===== config.mk =====
export PLATFORM = sky130hd
export DESIGN_NAME = rtf_subset_to_text
export DESIGN_NICKNAME = d
export VERILOG_FILES = /design/src/rtf_pkg.sv /design/src/rtf_front.sv /design/src/rtf_fifo.sv /design/src/rtf_back.sv /design/src/rtf_subset_to_text.sv
export VERILOG_INCLUDE_DIRS = /design/src /design/src/src
export SDC_FILE = /design/constraint.sdc
export NUM_CORES = 1
export LEC_CHECK = 0
export BUFFER_PORTS_ARGS = -buffer_cell sky130_fd_sc_hd__buf_4
export CAP_MARGIN = 25
export CORE_MARGIN = 2
export CORE_UTILIZATION = 55
export DETAILED_ROUTE_END_ITERATION = 7
export PLACE_DENSITY_LB_ADDON = 0.1
export SLEW_MARGIN = 15
export SYNTH_ARGS = -nofsm -noshare
export SYNTH_HDL_FRONTEND = slang
export SYNTH_SLANG_ARGS = --single-unit

===== constraint.sdc =====
create_clock -name clk -period 5.5 [get_ports clk]
set_input_delay 0.825 -clock clk [delete_from_list [all_inputs] [get_ports clk]]
set_output_delay 0.825 -clock clk [all_outputs]
set_load 0.03 [all_outputs]

===== src/rtf_subset_to_text_defines.svh =====
// Assertion macros for the RTF subset decoder.
// Used by the top level only; expects signals clk and rst in scope.
`ifndef RTF_SUBSET_TO_TEXT_DEFINES_SVH
`define RTF_SUBSET_TO_TEXT_DEFINES_SVH

// Check a consequence in the same cycle.
`define RTF_ASSERT_NOW(label, ante, cons, msg) \
  label: assert property (@(posedge clk) disable iff (rst) (ante) |-> (cons)) \
    else $error(msg);

// Check a consequence in the following cycle.
`define RTF_ASSERT_NEXT(label, ante, cons, msg) \
  label: assert property (@(posedge clk) disable iff (rst) (ante) |=> (cons)) \
    else $error(msg);

`endif


===== src/rtf_pkg.sv =====
// Shared types and constants for the RTF subset decoder.
// No dependencies; used by every module of the block.
package rtf_pkg;

  // Result kind codes
  localparam logic [1:0] KIND_TEXT = 2'd0;
  localparam logic [1:0] KIND_OK   = 2'd1;
  localparam logic [1:0] KIND_ERR  = 2'd2;

  // Most results one input byte can cause
  localparam int MaxResults = 3;

  // Default number of result groups held between parser and output
  localparam int FifoDepthDefault = 4;

  typedef struct packed {
    logic [7:0] data;
    logic [1:0] kind;
  } rtf_res_t;

  // All results caused by one input byte, oldest in entry 0
  typedef struct packed {
    logic [1:0]                 cnt;
    rtf_res_t [MaxResults-1:0]  res;
  } rtf_bundle_t;

endpackage


===== src/rtf_front.sv =====
// Parser front end: holds the parse state and turns one RTF byte into a
// group of up to three results. Depends on rtf_pkg.
module rtf_front (
  input  logic               clk,
  input  logic               rst,
  input  logic [7:0]         in_byte,
  input  logic               final_byte,
  input  logic               accept,
  output rtf_pkg::rtf_bundle_t bundle
);
  import rtf_pkg::*;

  typedef enum logic [2:0] {
    MODE_TEXT  = 3'd0,
    MODE_ESC   = 3'd1,
    MODE_HEX1  = 3'd2,
    MODE_HEX2  = 3'd3,
    MODE_WORD  = 3'd4,
    MODE_PARAM = 3'd5
  } mode_t;

  typedef struct packed {
    logic       ok;
    logic [3:0] val;
  } hex_t;

  typedef struct packed {
    logic       bad;
    logic       emit;
    logic [7:0] data;
  } word_res_t;

  // Known words, first letter in the low byte
  localparam logic [31:0] W_PAR  = 32'h0072_6170;
  localparam logic [31:0] W_TAB  = 32'h0062_6174;
  localparam logic [31:0] W_RTF  = 32'h0066_7472;
  localparam logic [31:0] W_ANSI = 32'h6973_6e61;
  localparam logic [31:0] W_DEFF = 32'h6666_6564;
  localparam logic [31:0] W_PARD = 32'h6472_6170;
  localparam logic [7:0]  CH_CR  = 8'h0d;
  localparam logic [7:0]  CH_TAB = 8'h09;

  function automatic logic is_letter(input logic [7:0] c);
    return (c >= "a" && c <= "z") || (c >= "A" && c <= "Z");
  endfunction

  function automatic logic is_param(input logic [7:0] c);
    return c == "-" || (c >= "0" && c <= "9");
  endfunction

  function automatic hex_t hex_digit(input logic [7:0] c);
    hex_t h;
    h = '0;
    if (c >= "0" && c <= "9") begin
      h.ok  = 1'b1;
      h.val = 4'(c - 8'h30);
    end else if (c >= "a" && c <= "f") begin
      h.ok  = 1'b1;
      h.val = 4'(c - 8'h57);
    end else if (c >= "A" && c <= "F") begin
      h.ok  = 1'b1;
      h.val = 4'(c - 8'h37);
    end
    return h;
  endfunction

  function automatic word_res_t word_class(input logic [31:0] w, input logic [2:0] n);
    word_res_t r;
    r = '0;
    if (n == 3'd3 && w == W_PAR) begin
      r.emit = 1'b1;
      r.data = CH_CR;
    end else if (n == 3'd3 && w == W_TAB) begin
      r.emit = 1'b1;
      r.data = CH_TAB;
    end else if ((n == 3'd3 && w == W_RTF) || (n == 3'd4 && w == W_ANSI) ||
                 (n == 3'd4 && w == W_DEFF) || (n == 3'd4 && w == W_PARD)) begin
      r.bad = 1'b0;
    end else begin
      r.bad = 1'b1;
    end
    return r;
  endfunction

  mode_t       mode, mode_next;
  logic [3:0]  high_nibble, high_nibble_next;
  logic [31:0] word_letters, word_letters_next;
  logic [2:0]  word_count, word_count_next;
  logic        error_seen, error_seen_next;
  logic [1:0]  n;
  hex_t        hx;
  word_res_t   wr;

  // Decode one byte and collect its results in order
  always_comb begin
    mode_next         = mode;
    high_nibble_next  = high_nibble;
    word_letters_next = word_letters;
    word_count_next   = word_count;
    error_seen_next   = error_seen;
    bundle            = '0;
    n                 = '0;
    hx                = hex_digit(in_byte);
    wr                = word_class(word_letters, word_count);

    if (!error_seen) begin
      unique case (mode)
        MODE_ESC: begin
          if (in_byte == "\\" || in_byte == "{" || in_byte == "}") begin
            bundle.res[n] = '{data: in_byte, kind: KIND_TEXT};
            n             = n + 2'd1;
            mode_next     = MODE_TEXT;
          end else if (in_byte == "'") begin
            mode_next = MODE_HEX1;
          end else if (is_letter(in_byte)) begin
            word_letters_next = {24'd0, in_byte};
            word_count_next   = 3'd1;
            mode_next         = MODE_WORD;
          end else begin
            error_seen_next = 1'b1;
            mode_next       = MODE_TEXT;
          end
        end
        MODE_HEX1: begin
          if (hx.ok) begin
            high_nibble_next = hx.val;
            mode_next        = MODE_HEX2;
          end else begin
            error_seen_next = 1'b1;
            mode_next       = MODE_TEXT;
          end
        end
        MODE_HEX2: begin
          if (hx.ok) begin
            bundle.res[n] = '{data: {high_nibble, hx.val}, kind: KIND_TEXT};
            n             = n + 2'd1;
            mode_next     = MODE_TEXT;
          end else begin
            error_seen_next = 1'b1;
            mode_next       = MODE_TEXT;
          end
        end
        MODE_WORD: begin
          if (is_letter(in_byte)) begin
            if (word_count < 3'd4) begin
              word_letters_next[{word_count[1:0], 3'b000} +: 8] = in_byte;
            end
            if (word_count < 3'd5) begin
              word_count_next = word_count + 3'd1;
            end
          end else begin
            // Close the word, then handle the ending byte
            if (wr.bad) begin
              error_seen_next = 1'b1;
              mode_next       = MODE_TEXT;
            end else begin
              if (wr.emit) begin
                bundle.res[n] = '{data: wr.data, kind: KIND_TEXT};
                n             = n + 2'd1;
              end
              if (is_param(in_byte)) begin
                mode_next = MODE_PARAM;
              end else if (in_byte == " " || in_byte == "{" || in_byte == "}") begin
                mode_next = MODE_TEXT;
              end else if (in_byte == "\\") begin
                mode_next = MODE_ESC;
              end else begin
                mode_next     = MODE_TEXT;
                bundle.res[n] = '{data: in_byte, kind: KIND_TEXT};
                n             = n + 2'd1;
              end
            end
          end
        end
        MODE_PARAM: begin
          if (!is_param(in_byte)) begin
            if (in_byte == " " || in_byte == "{" || in_byte == "}") begin
              mode_next = MODE_TEXT;
            end else if (in_byte == "\\") begin
              mode_next = MODE_ESC;
            end else begin
              mode_next     = MODE_TEXT;
              bundle.res[n] = '{data: in_byte, kind: KIND_TEXT};
              n             = n + 2'd1;
            end
          end
        end
        default: begin
          if (in_byte == "\\") begin
            mode_next = MODE_ESC;
          end else if (in_byte == "{" || in_byte == "}") begin
            mode_next = MODE_TEXT;
          end else begin
            mode_next     = MODE_TEXT;
            bundle.res[n] = '{data: in_byte, kind: KIND_TEXT};
            n             = n + 2'd1;
          end
        end
      endcase
    end

    // Close the document: finish an open word, flag an open escape
    if (final_byte) begin
      if (!error_seen_next) begin
        if (mode_next == MODE_WORD) begin
          wr = word_class(word_letters_next, word_count_next);
          if (wr.bad) begin
            error_seen_next = 1'b1;
          end else if (wr.emit) begin
            bundle.res[n] = '{data: wr.data, kind: KIND_TEXT};
            n             = n + 2'd1;
          end
        end else if (mode_next == MODE_ESC || mode_next == MODE_HEX1 ||
                     mode_next == MODE_HEX2) begin
          error_seen_next = 1'b1;
        end
      end
      bundle.res[n] = '{data: 8'd0, kind: error_seen_next ? KIND_ERR : KIND_OK};
      n             = n + 2'd1;
      mode_next         = MODE_TEXT;
      high_nibble_next  = '0;
      word_letters_next = '0;
      word_count_next   = '0;
      error_seen_next   = 1'b0;
    end

    bundle.cnt = n;
  end

  // Advance parse state on each transfer
  always_ff @(posedge clk) begin
    if (rst) begin
      mode         <= MODE_TEXT;
      high_nibble  <= '0;
      word_letters <= '0;
      word_count   <= '0;
      error_seen   <= 1'b0;
    end else if (accept) begin
      mode         <= mode_next;
      high_nibble  <= high_nibble_next;
      word_letters <= word_letters_next;
      word_count   <= word_count_next;
      error_seen   <= error_seen_next;
    end
  end

endmodule


===== src/rtf_fifo.sv =====
// Short queue of result groups between the parser and the output stage.
// Depends on rtf_pkg for the group type.
module rtf_fifo #(
  parameter int Depth = rtf_pkg::FifoDepthDefault
) (
  input  logic                 clk,
  input  logic                 rst,
  input  logic                 wr_en,
  input  rtf_pkg::rtf_bundle_t wr_data,
  input  logic                 rd_en,
  output rtf_pkg::rtf_bundle_t rd_data,
  output logic                 full,
  output logic                 empty
);
  import rtf_pkg::*;

  localparam int PtrW = (Depth > 1) ? $clog2(Depth) : 1;
  localparam int CntW = $clog2(Depth + 1);
  localparam logic [PtrW-1:0] LastPtr = PtrW'(Depth - 1);
  localparam logic [CntW-1:0] FullCnt = CntW'(Depth);

  rtf_bundle_t     mem [Depth];
  logic [PtrW-1:0] wr_ptr, rd_ptr;
  logic [CntW-1:0] count;
  logic            do_wr, do_rd;

  assign full    = (count == FullCnt);
  assign empty   = (count == '0);
  assign do_wr   = wr_en && !full;
  assign do_rd   = rd_en && !empty;
  assign rd_data = mem[rd_ptr];

  // Store incoming groups
  always_ff @(posedge clk) begin
    if (do_wr) begin
      mem[wr_ptr] <= wr_data;
    end
  end

  // Advance pointers and occupancy
  always_ff @(posedge clk) begin
    if (rst) begin
      wr_ptr <= '0;
      rd_ptr <= '0;
      count  <= '0;
    end else begin
      if (do_wr) begin
        wr_ptr <= (wr_ptr == LastPtr) ? '0 : wr_ptr + 1'b1;
      end
      if (do_rd) begin
        rd_ptr <= (rd_ptr == LastPtr) ? '0 : rd_ptr + 1'b1;
      end
      if (do_wr && !do_rd) begin
        count <= count + 1'b1;
      end else if (do_rd && !do_wr) begin
        count <= count - 1'b1;
      end
    end
  end

endmodule


===== src/rtf_back.sv =====
// Output stage: hands out the results of the oldest queued group one per
// transfer and marks the last one. Depends on rtf_pkg.
module rtf_back (
  input  logic                 clk,
  input  logic                 rst,
  input  rtf_pkg::rtf_bundle_t head,
  input  logic                 head_valid,
  input  logic                 pop,
  output logic                 empty,
  output logic [7:0]           out_byte,
  output logic [1:0]           kind,
  output logic                 run_end,
  output logic                 deq
);
  import rtf_pkg::*;

  logic [1:0] idx;
  logic       last;
  rtf_res_t   cur;

  assign cur      = head.res[idx];
  assign last     = (idx == head.cnt - 2'd1);
  assign empty    = !head_valid;
  assign out_byte = cur.data;
  assign kind     = cur.kind;
  assign run_end  = last;
  assign deq      = pop && head_valid && last;

  // Step through the group; drop it after its last result
  always_ff @(posedge clk) begin
    if (rst) begin
      idx <= '0;
    end else if (pop && head_valid) begin
      idx <= last ? '0 : idx + 2'd1;
    end
  end

endmodule


===== src/rtf_subset_to_text.sv =====
// Top level of the RTF subset decoder: parser, group queue, output stage.
// Depends on rtf_pkg, rtf_front, rtf_fifo, rtf_back and the defines header.
`include "rtf_subset_to_text_defines.svh"

// Accepts one RTF byte per cycle while full is low and delivers decoded text
// bytes and one end-of-document status (kind 1 ok, kind 2 error) per
// document; run_end marks the last result of each input byte. The parser
// writes each byte's results as one group into a queue of FifoDepth groups;
// full is high while that queue is full, and the output side drains one
// result per pop, so a byte that yields two or three results holds the
// output for as many pops. Bytes that yield nothing are not queued.
// No start-up pass is needed after reset.
module rtf_subset_to_text #(
  parameter int FifoDepth = rtf_pkg::FifoDepthDefault
) (
  input  logic       clk,
  input  logic       rst,
  input  logic [7:0] in_byte,
  input  logic       final_byte,
  input  logic       push,
  output logic       full,
  output logic [7:0] out_byte,
  output logic [1:0] kind,
  output logic       run_end,
  output logic       empty,
  input  logic       pop
);
  import rtf_pkg::*;

  rtf_bundle_t bundle, head;
  logic        accept, q_empty, deq;

  assign accept = push && !full;

  // Parse one byte per transfer
  rtf_front u_front (
    .clk        (clk),
    .rst        (rst),
    .in_byte    (in_byte),
    .final_byte (final_byte),
    .accept     (accept),
    .bundle     (bundle)
  );

  // Queue non-empty result groups
  rtf_fifo #(.Depth(FifoDepth)) u_fifo (
    .clk     (clk),
    .rst     (rst),
    .wr_en   (accept && bundle.cnt != 2'd0),
    .wr_data (bundle),
    .rd_en   (deq),
    .rd_data (head),
    .full    (full),
    .empty   (q_empty)
  );

  // Hand out results one at a time
  rtf_back u_back (
    .clk        (clk),
    .rst        (rst),
    .head       (head),
    .head_valid (!q_empty),
    .pop        (pop),
    .empty      (empty),
    .out_byte   (out_byte),
    .kind       (kind),
    .run_end    (run_end),
    .deq        (deq)
  );

  `RTF_ASSERT_NOW(a_status_last, (!empty && kind != KIND_TEXT), run_end, "status not last")
  `RTF_ASSERT_NEXT(a_group_holds, (pop && !empty && !run_end), !empty, "group lost mid-way")
  `RTF_ASSERT_NEXT(a_final_queued, (push && !full && final_byte), !empty, "status not queued")
  `RTF_ASSERT_NOW(a_kind_code, !empty, (kind == KIND_TEXT || kind == KIND_OK ||
                  kind == KIND_ERR), "bad result kind")

endmodule


# Yosys cells after proc, flatten, opt, wreduce, memory -nomap -nowiden
# Memory sizes are Yosys's and may differ from the RTL's. A register that Yosys moved wholly into a read port is not among the register bits.
# Index checks and enable logic that the tools add are counted.
# totals
reg_bits,52
ramBits,128
inputBits,13
wordCells,272
memories,1
# mem_list
memory,depth,width,rd,rd_clocked_by_memory_dff,wr,line_no,text
u_fifo.mem,4,32,1,1,1,rtf_fifo.sv:22,rtf_bundle_t mem [Depth];
# op_classes
n_addsub,14
magnitude_cmp,17
n_eq_ne,36
shift,2
n_mux,139
n_reduce_logical,54
# ops
operator,count
2-to-1 mux 30 bit,12
2-to-1 mux 32 bit,7
"equality test 32 x 23 -> 1 bit, second input constant",6
"equality test 32 x 31 -> 1 bit, second input constant",6
2-to-1 mux 10 bit,16
bitwise mux 30 bit,3
case mux 32 bit (2 select lines),1
2-to-1 mux 9 bit,7
demux 10 bit (select 2 bit),3
2-to-1 mux 3 bit,19
2-to-1 mux 2 bit,26
case mux 10 bit (5 select lines),1
bitwise mux 32 bit,1
"less-or-equal comparator 8 x 7 -> 1 bit, second input constant",4
"variable shift 8 x 7 -> 32 bit, first input constant",1
variable part select 8 x 7 -> 32 bit,1
2-to-1 mux 1 bit,30
logical AND 1 bit,28
"equality test 8 x 6 -> 1 bit, second input constant",3
"equality test 8 x 7 -> 1 bit, second input constant",3
binary-select mux 10 bit (select 2 bit),1
2-to-1 mux 20 bit,1
"equality test 3 x 2 -> 1 bit, second input constant",6
"equality test 3 bit, second input constant",6
other kinds (29),70

# Logic depth before layout (Yosys ltp)
# logic_depth
ltp_word,35
mapped_depth,23
depth_no_buf,22

# By module
# A second synthesis with hierarchy kept.
# unflattened
hier_cells,908
hier_area_um2,10069.7
# modules_own_cells
mod,instances,cells_each,area_each_um2,seq_area_each_um2
rtf_fifo,1,217,5098.6,4023.9
rtf_front,1,637,4603.2,860.8
rtf_back,1,51,342.8,40.0
rtf_subset_to_text,1,3,25.0,0.0

# Least setup slack after synthesis
# No wires, ideal clock.
# synth_timing
path_type,input port to flip-flop
startpoint,in in_byte[1]
endpoint,reg u_fifo.count[2]
setup_time_ns,0.070
arrival_ns,5.830
required_ns,5.430
path_slack_ns,-0.400
path_stages,23
path_cell_list,clkbuf_1 -> inv_1 -> ha_1 -> or3b_4 -> o22a_4 -> buf_6 -> a31o_4 -> nand3_4 -> a22oi_2 -> or4_4 -> nor4_1 -> and3_1 -> a21oi_1 -> ha_1 -> nand2_1 -> o211ai_1 -> nor2_1 -> ha_1 -> inv_1 -> fa_1 -> xor2_1 -> or3_1 -> a21oi_1
# synth_via
elab_chain_len,31
elab_cells_between_ends,122
cone_classes,add/sub (2); order compare (8); eq/ne (15); shift (1); mux (68); reduce/logical (28)
# synth_lines
item,line_no,text
"start, declared",rtf_subset_to_text.sv:18,"input logic [7:0] in_byte,"
greater-or-equal comparator 8 x 7 -> 1 bit (tied with other cells),"rtf_front.sv:44, rtf_front.sv:57",
logical AND 1 bit,rtf_front.sv:44,"return (c >= ""a"" && c <= ""z"") || (c >= ""A"" && c <= ""Z"");"
logical OR 1 bit,rtf_front.sv:44,
2-to-1 mux 32 bit or 2-to-1 mux 3 bit (tied branches),rtf_front.sv:115,end else if (is_letter(in_byte)) begin
2-to-1 mux 32 bit or 2-to-1 mux 3 bit (tied branches),rtf_front.sv:113,"end else if (in_byte == ""'"") begin"
2-to-1 mux 32 bit or 2-to-1 mux 3 bit (tied branches),rtf_front.sv:109,"if (in_byte == ""\\"" || in_byte == ""{"" || in_byte == ""}"") begin"
case mux 32 bit (2 select lines) or case mux 3 bit (2 select lines) (tied branches),rtf_front.sv:107,unique case (mode)
2-to-1 mux 32 bit or 2-to-1 mux 3 bit (tied branches),rtf_front.sv:106,if (!error_seen) begin
[16 not listed],--,
2-to-1 mux 2 bit (*),rtf_front.sv:203,if (final_byte) begin
nonzero test 2 bit (*),rtf_subset_to_text.sv:49,".wr_en (accept && bundle.cnt != 2'd0),"
logical AND 1 bit (*),rtf_subset_to_text.sv:49,
logical AND 1 bit (*),rtf_fifo.sv:29,assign do_wr = wr_en && !full;
named net u_fifo.do_wr,rtf_fifo.sv:25,"logic do_wr, do_rd;"
zero test 1 bit,rtf_fifo.sv:55,end else if (do_rd && !do_wr) begin
logical AND 1 bit,rtf_fifo.sv:55,
nonzero test 2 bit (no line),--,
"end signal, assigned",rtf_fifo.sv:54,count <= count + 1'b1;
"end signal, assigned",rtf_fifo.sv:56,count <= count - 1'b1;
"end, declared",rtf_fifo.sv:24,logic [CntW-1:0] count;
# Mark *: on every way through the listed nets, which the timed path passes. The rest lies on a longest branch. The select of a mux whose other input is x is not followed.
# A chain may end at the register's enable or synchronous reset.

# Final worst setup path
# Ends and elaborated chain as after synthesis.

==> metrics.txt <==
# TYPE chip_impl_metric gauge
chip_impl_metric{name="final_min_period_over_clock_period",unit="%"} 96.6
chip_impl_metric{name="arrival",unit="ns"} 5.67
chip_impl_metric{name="placedInstanceArea",unit="sq um"} 10300
chip_impl_metric{name="route.vias.total",unit=""} 8214
chip_impl_metric{name="detail-route-antenna-nets",unit=""} 0
chip_impl_metric{name="route.detailed.wl_per_inst",unit="microns"} 23.9
chip_impl_metric{name="number_of_diodes_added_for_antenna_fixing",unit=""} 0
chip_impl_metric{name="rows",unit=""} 47
chip_impl_metric{name="buffer_ports.inserted",unit=""} 25
chip_impl_info{name="commonest_cells_in_the_synthesized_netlist",value="104 x sky130_fd_sc_hd__edfxtp_1, 91 x sky130_fd_sc_hd__nor2_1, 54 x sky130_fd_sc_hd__a21oi_1, 54 x sky130_fd_sc_hd__dfxtp_1, 49 x sky130_fd_sc_hd__nand2_1"} 1
chip_impl_metric{name="postSynthAreaPerCell",unit="sq um"} 10.4
chip_impl_info{name="min_path_type",value="reg -> reg"} 1
chip_impl_metric{name="drt_wl_total",unit="microns"} 29200
chip_impl_metric{name="yosys_register_bits",unit=""} 158
chip_impl_metric{name="detail_route.vias_per_cell",unit=""} 6.73
chip_impl_metric{name="fp.dieH",unit="microns"} 134
chip_impl_info{name="setup_crit_path_kind",value="in -> reg"} 1
chip_impl_metric{name="clock_latency",unit="ns"} 0.44
chip_impl_metric{name="slew_violations",unit=""} 0
chip_impl_info{name="netlist_top_cells_area",value="sky130_fd_sc_hd__edfxtp_1 34%, sky130_fd_sc_hd__dfxtp_1 12%, sky130_fd_sc_hd__mux4_2 6.3%, sky130_fd_sc_hd__nor2_1 3.7%, sky130_fd_sc_hd__ha_1 3.3%"} 1
chip_impl_metric{name="post-route-drc-count",unit=""} 0
chip_impl_metric{name="clkSinkCount",unit=""} 158
chip_impl_metric{name="synth_fp_nets",unit=""} 928
chip_impl_metric{name="post_synth_num_cell_types",unit=""} 87
chip_impl_metric{name="fin_util",unit="%"} 66.7
chip_impl_metric{name="numCtsBuffers",unit=""} 17
chip_impl_info{name="setup.worst_path.start_class",value="input pin"} 1
chip_impl_metric{name="netlist_area",unit="sq um"} 9230
chip_impl_metric{name="required",unit="ns"} 5.86
chip_impl_metric{name="floorplan.die_area",unit="sq um"} 17800
chip_impl_metric{name="dpl.hpwl",unit="microns"} 21100
chip_impl_metric{name="io-pin-count",unit=""} 26
chip_impl_metric{name="static_leakage",unit="nW"} 3.91
chip_impl_metric{name="core-area",unit="sq um"} 16500
chip_impl_metric{name="power_density",unit="nW/um^2"} 303
chip_impl_metric{name="worst_tran_pin_value",unit="ns"} 1.02
chip_impl_metric{name="synthDominantCellAreaShare",unit="%"} 33.8
chip_impl_metric{name="maxcap_violations",unit=""} 0
chip_impl_metric{name="synthCells",unit=""} 890
chip_impl_metric{name="async_reset_ff_share",unit="%"} 0
chip_impl_metric{name="critical_path.max_fanout",unit=""} 9
chip_impl_metric{name="path_clk_slew",unit="ns"} 0.07
chip_impl_info{name="endpoint_kind",value="register"} 1
chip_impl_metric{name="setup_viol",unit=""} 0
chip_impl_metric{name="fin_nets",unit=""} 1025
chip_impl_info{name="yosys.area.top_type",value="sky130_fd_sc_hd__edfxtp_1"} 1
chip_impl_metric{name="grt_pass1_vias",unit=""} 8215
chip_impl_metric{name="globalplace.congestion",unit=""} 0.975
chip_impl_info{name="synth_ff_type",value="sky130_fd_sc_hd__edfxtp_1"} 1
chip_impl_metric{name="ctsHtreeMaxLevel",unit=""} 4
chip_impl_metric{name="grt-ovfl-total",unit=""} 0
chip_impl_metric{name="globalRouteTotalUtil",unit="%"} 33.3
chip_impl_info{name="clock-root-buffer",value="sky130_fd_sc_hd__clkbuf_16"} 1
chip_impl_metric{name="initial_antenna_violation_count",unit=""} 1
chip_impl_metric{name="final_worst_hold_slack",unit="ns"} 0.496
chip_impl_metric{name="fin_crit",unit="ns"} 5.31
chip_impl_metric{name="drt_iter0_drc",unit=""} 710
chip_impl_metric{name="report.final.hold_viol_count",unit=""} 0
chip_impl_info{name="cts_tree",value="done"} 1
chip_impl_metric{name="first_pass_grt_wire_length",unit="microns"} 45100
chip_impl_info{name="most_common_cell_in_the_netlist",value="sky130_fd_sc_hd__edfxtp_1"} 1
chip_impl_info{name="result_of_the_run",value="complete, no violations"} 1
chip_impl_metric{name="grt_start_max_net_pins",unit=""} 54
chip_impl_metric{name="slew-limit-headroom",unit="%"} 31.8
chip_impl_metric{name="clock_tree.buffer_depth",unit=""} 2
chip_impl_metric{name="synth_enable_flop_cells",unit=""} 104
chip_impl_metric{name="finalInstanceArea",unit="sq um"} 11000
chip_impl_metric{name="finalClockSkew",unit="ns"} 0.0144
chip_impl_metric{name="areaGrowthSynthToFinish",unit="%"} 19.1
chip_impl_metric{name="seq_area_frac_synth",unit="%"} 45.6
chip_impl_metric{name="dieWidth",unit="microns"} 134
chip_impl_metric{name="drive_gt1_share",unit="%"} 23.3
chip_impl_metric{name="peak_supply_drop",unit="V"} 0.000236
chip_impl_metric{name="initial_cell_density_of_the_core",unit="%"} 56.0
chip_impl_metric{name="yosysWarningCount",unit=""} 0
chip_impl_metric{name="fmax",unit="GHz"} 0.188
chip_impl_metric{name="drt_pre_antenna_iters",unit=""} 5
[cell families after synthesis]
logic type / share of synthesized area [%]
simple gates: 21.3
compound gates: 17.1
flops: 45.6
buf+inv: 3.38
mux: 8.31
fa+ha+maj: 3.47
xor+xnor: 0.854
[final timing paths]
| check | start | cells past startpoint | endpoint | slack [ns] |
|---|---|---|---|---|
| setup reg to reg | u_front.mode[0] | 20 | u_fifo.count[2] | 0.29 |
| hold / removal | u_fifo.rd_ptr[0] | 2 | register | 0.50 |
| hold reg to reg | u_fifo.rd_ptr[0] | 2 | register | 0.50 |
| setup / recovery | in_byte[1] | 23 | u_fifo.count[2] | 0.19 |
[cells in the final DEF (no fill, tap or decap), drive strengths merged, types with 6 or more instances in the layout]
master,count
a211oi,12
nand3,23
nor2,91
xor2,6
or3b,6
o21ai,33
nor3b,6
buf,131
clkinv,6
nor3,31
ha,24
dfxtp,54
a22o,7
mux4,26
a21oi,55
nor4,27
o32ai,6
nand2,49
o22ai,8
a22oi,26
nand3b,7
clkbuf,17
nand2b,11
and3,11
or3,9
a21o,11
mux2i,17
a32oi,12
or4,8
nor2b,10
inv,30
and2,13
edfxtp,104
nand4,16
o211ai,7
[sequential cells by signal (all words and copies together) (netlist names), named ones only]
name / cells
u_back.idx: 2
u_fifo.count: 3
u_fifo.mem: 104
u_fifo.rd_ptr: 2
u_fifo.wr_ptr: 2
u_front.error_seen: 1
u_front.high_nibble: 4
u_front.mode: 3
u_front.word_count: 3
u_front.word_letters: 32
[cell type report]
type / count / area, sq um
fill: 1294 / 5480
clock buffer: 17 / 425
clock inverter: 15 / 178
timing repair buffer: 131 / 1030
tap: 220 / 275
inverter: 24 / 90.1
sequential: 158 / 4210
multi-input combinational: 655 / 4780
[power breakdown]
group,internal (mW),total (mW),switching [mW]
clock,0.685,1.21,0.523
combinational,0.286,0.695,0.409
sequential,1.37,1.43,0.0608
total,2.34,3.33,0.992
[per-stage QoR]
stage	setup WS [ns]	total power, mW	setup TNS [ns]	cells
final	0.186	3.33	0	1220
after global routing	-0.0142	3.45	-0.0142	1220
after CTS	0.0559	3.35	0	1216
after detailed placement	-0.234	2.14	-0.261	1184
after global placement	-0.0335	2.11	-0.0335	1184
after floorplan	0.0181	1.89	0	890
[routing by layer]
metal  global-route usage (%)  vias to the layer above  part of all wire, %
met1                     39.7                     4039                   39
li1                         -                     3678                    -
met4                     16.2                        0                  4.4
met5                        0                        -                    0
met2                     57.6                      403                   50
met3                     6.81                       94                  6.7
[critical path, stage by stage]
cell	delay, ns
sky130_fd_sc_hd__buf_4	0.13
sky130_fd_sc_hd__inv_2	0.06
sky130_fd_sc_hd__ha_1	0.22
sky130_fd_sc_hd__or3b_4	0.41
sky130_fd_sc_hd__o22ai_1	0.29
sky130_fd_sc_hd__buf_4	0.23
sky130_fd_sc_hd__nor4_1	0.07
sky130_fd_sc_hd__a311oi_1	0.33
sky130_fd_sc_hd__a211oi_1	0.09
sky130_fd_sc_hd__and4b_1	0.24
sky130_fd_sc_hd__and3_1	0.21
sky130_fd_sc_hd__and3_4	0.19
sky130_fd_sc_hd__or2_2	0.28
sky130_fd_sc_hd__ha_1	0.32
sky130_fd_sc_hd__nand2_2	0.08
sky130_fd_sc_hd__o211ai_1	0.13
sky130_fd_sc_hd__nor2_2	0.19
sky130_fd_sc_hd__ha_2	0.21
sky130_fd_sc_hd__inv_1	0.06
sky130_fd_sc_hd__fa_1	0.43
sky130_fd_sc_hd__xor2_1	0.18
sky130_fd_sc_hd__or3_1	0.31
sky130_fd_sc_hd__a21oi_1	0.16
[what timing repair did]
item	in CTS	in global routing
endpoints found under the setup margin	0	2
buffers inserted	0	4
gates resized for setup	0	7
hold buffers	0	0
Note: power is estimated with default switching activity, not from simulation.
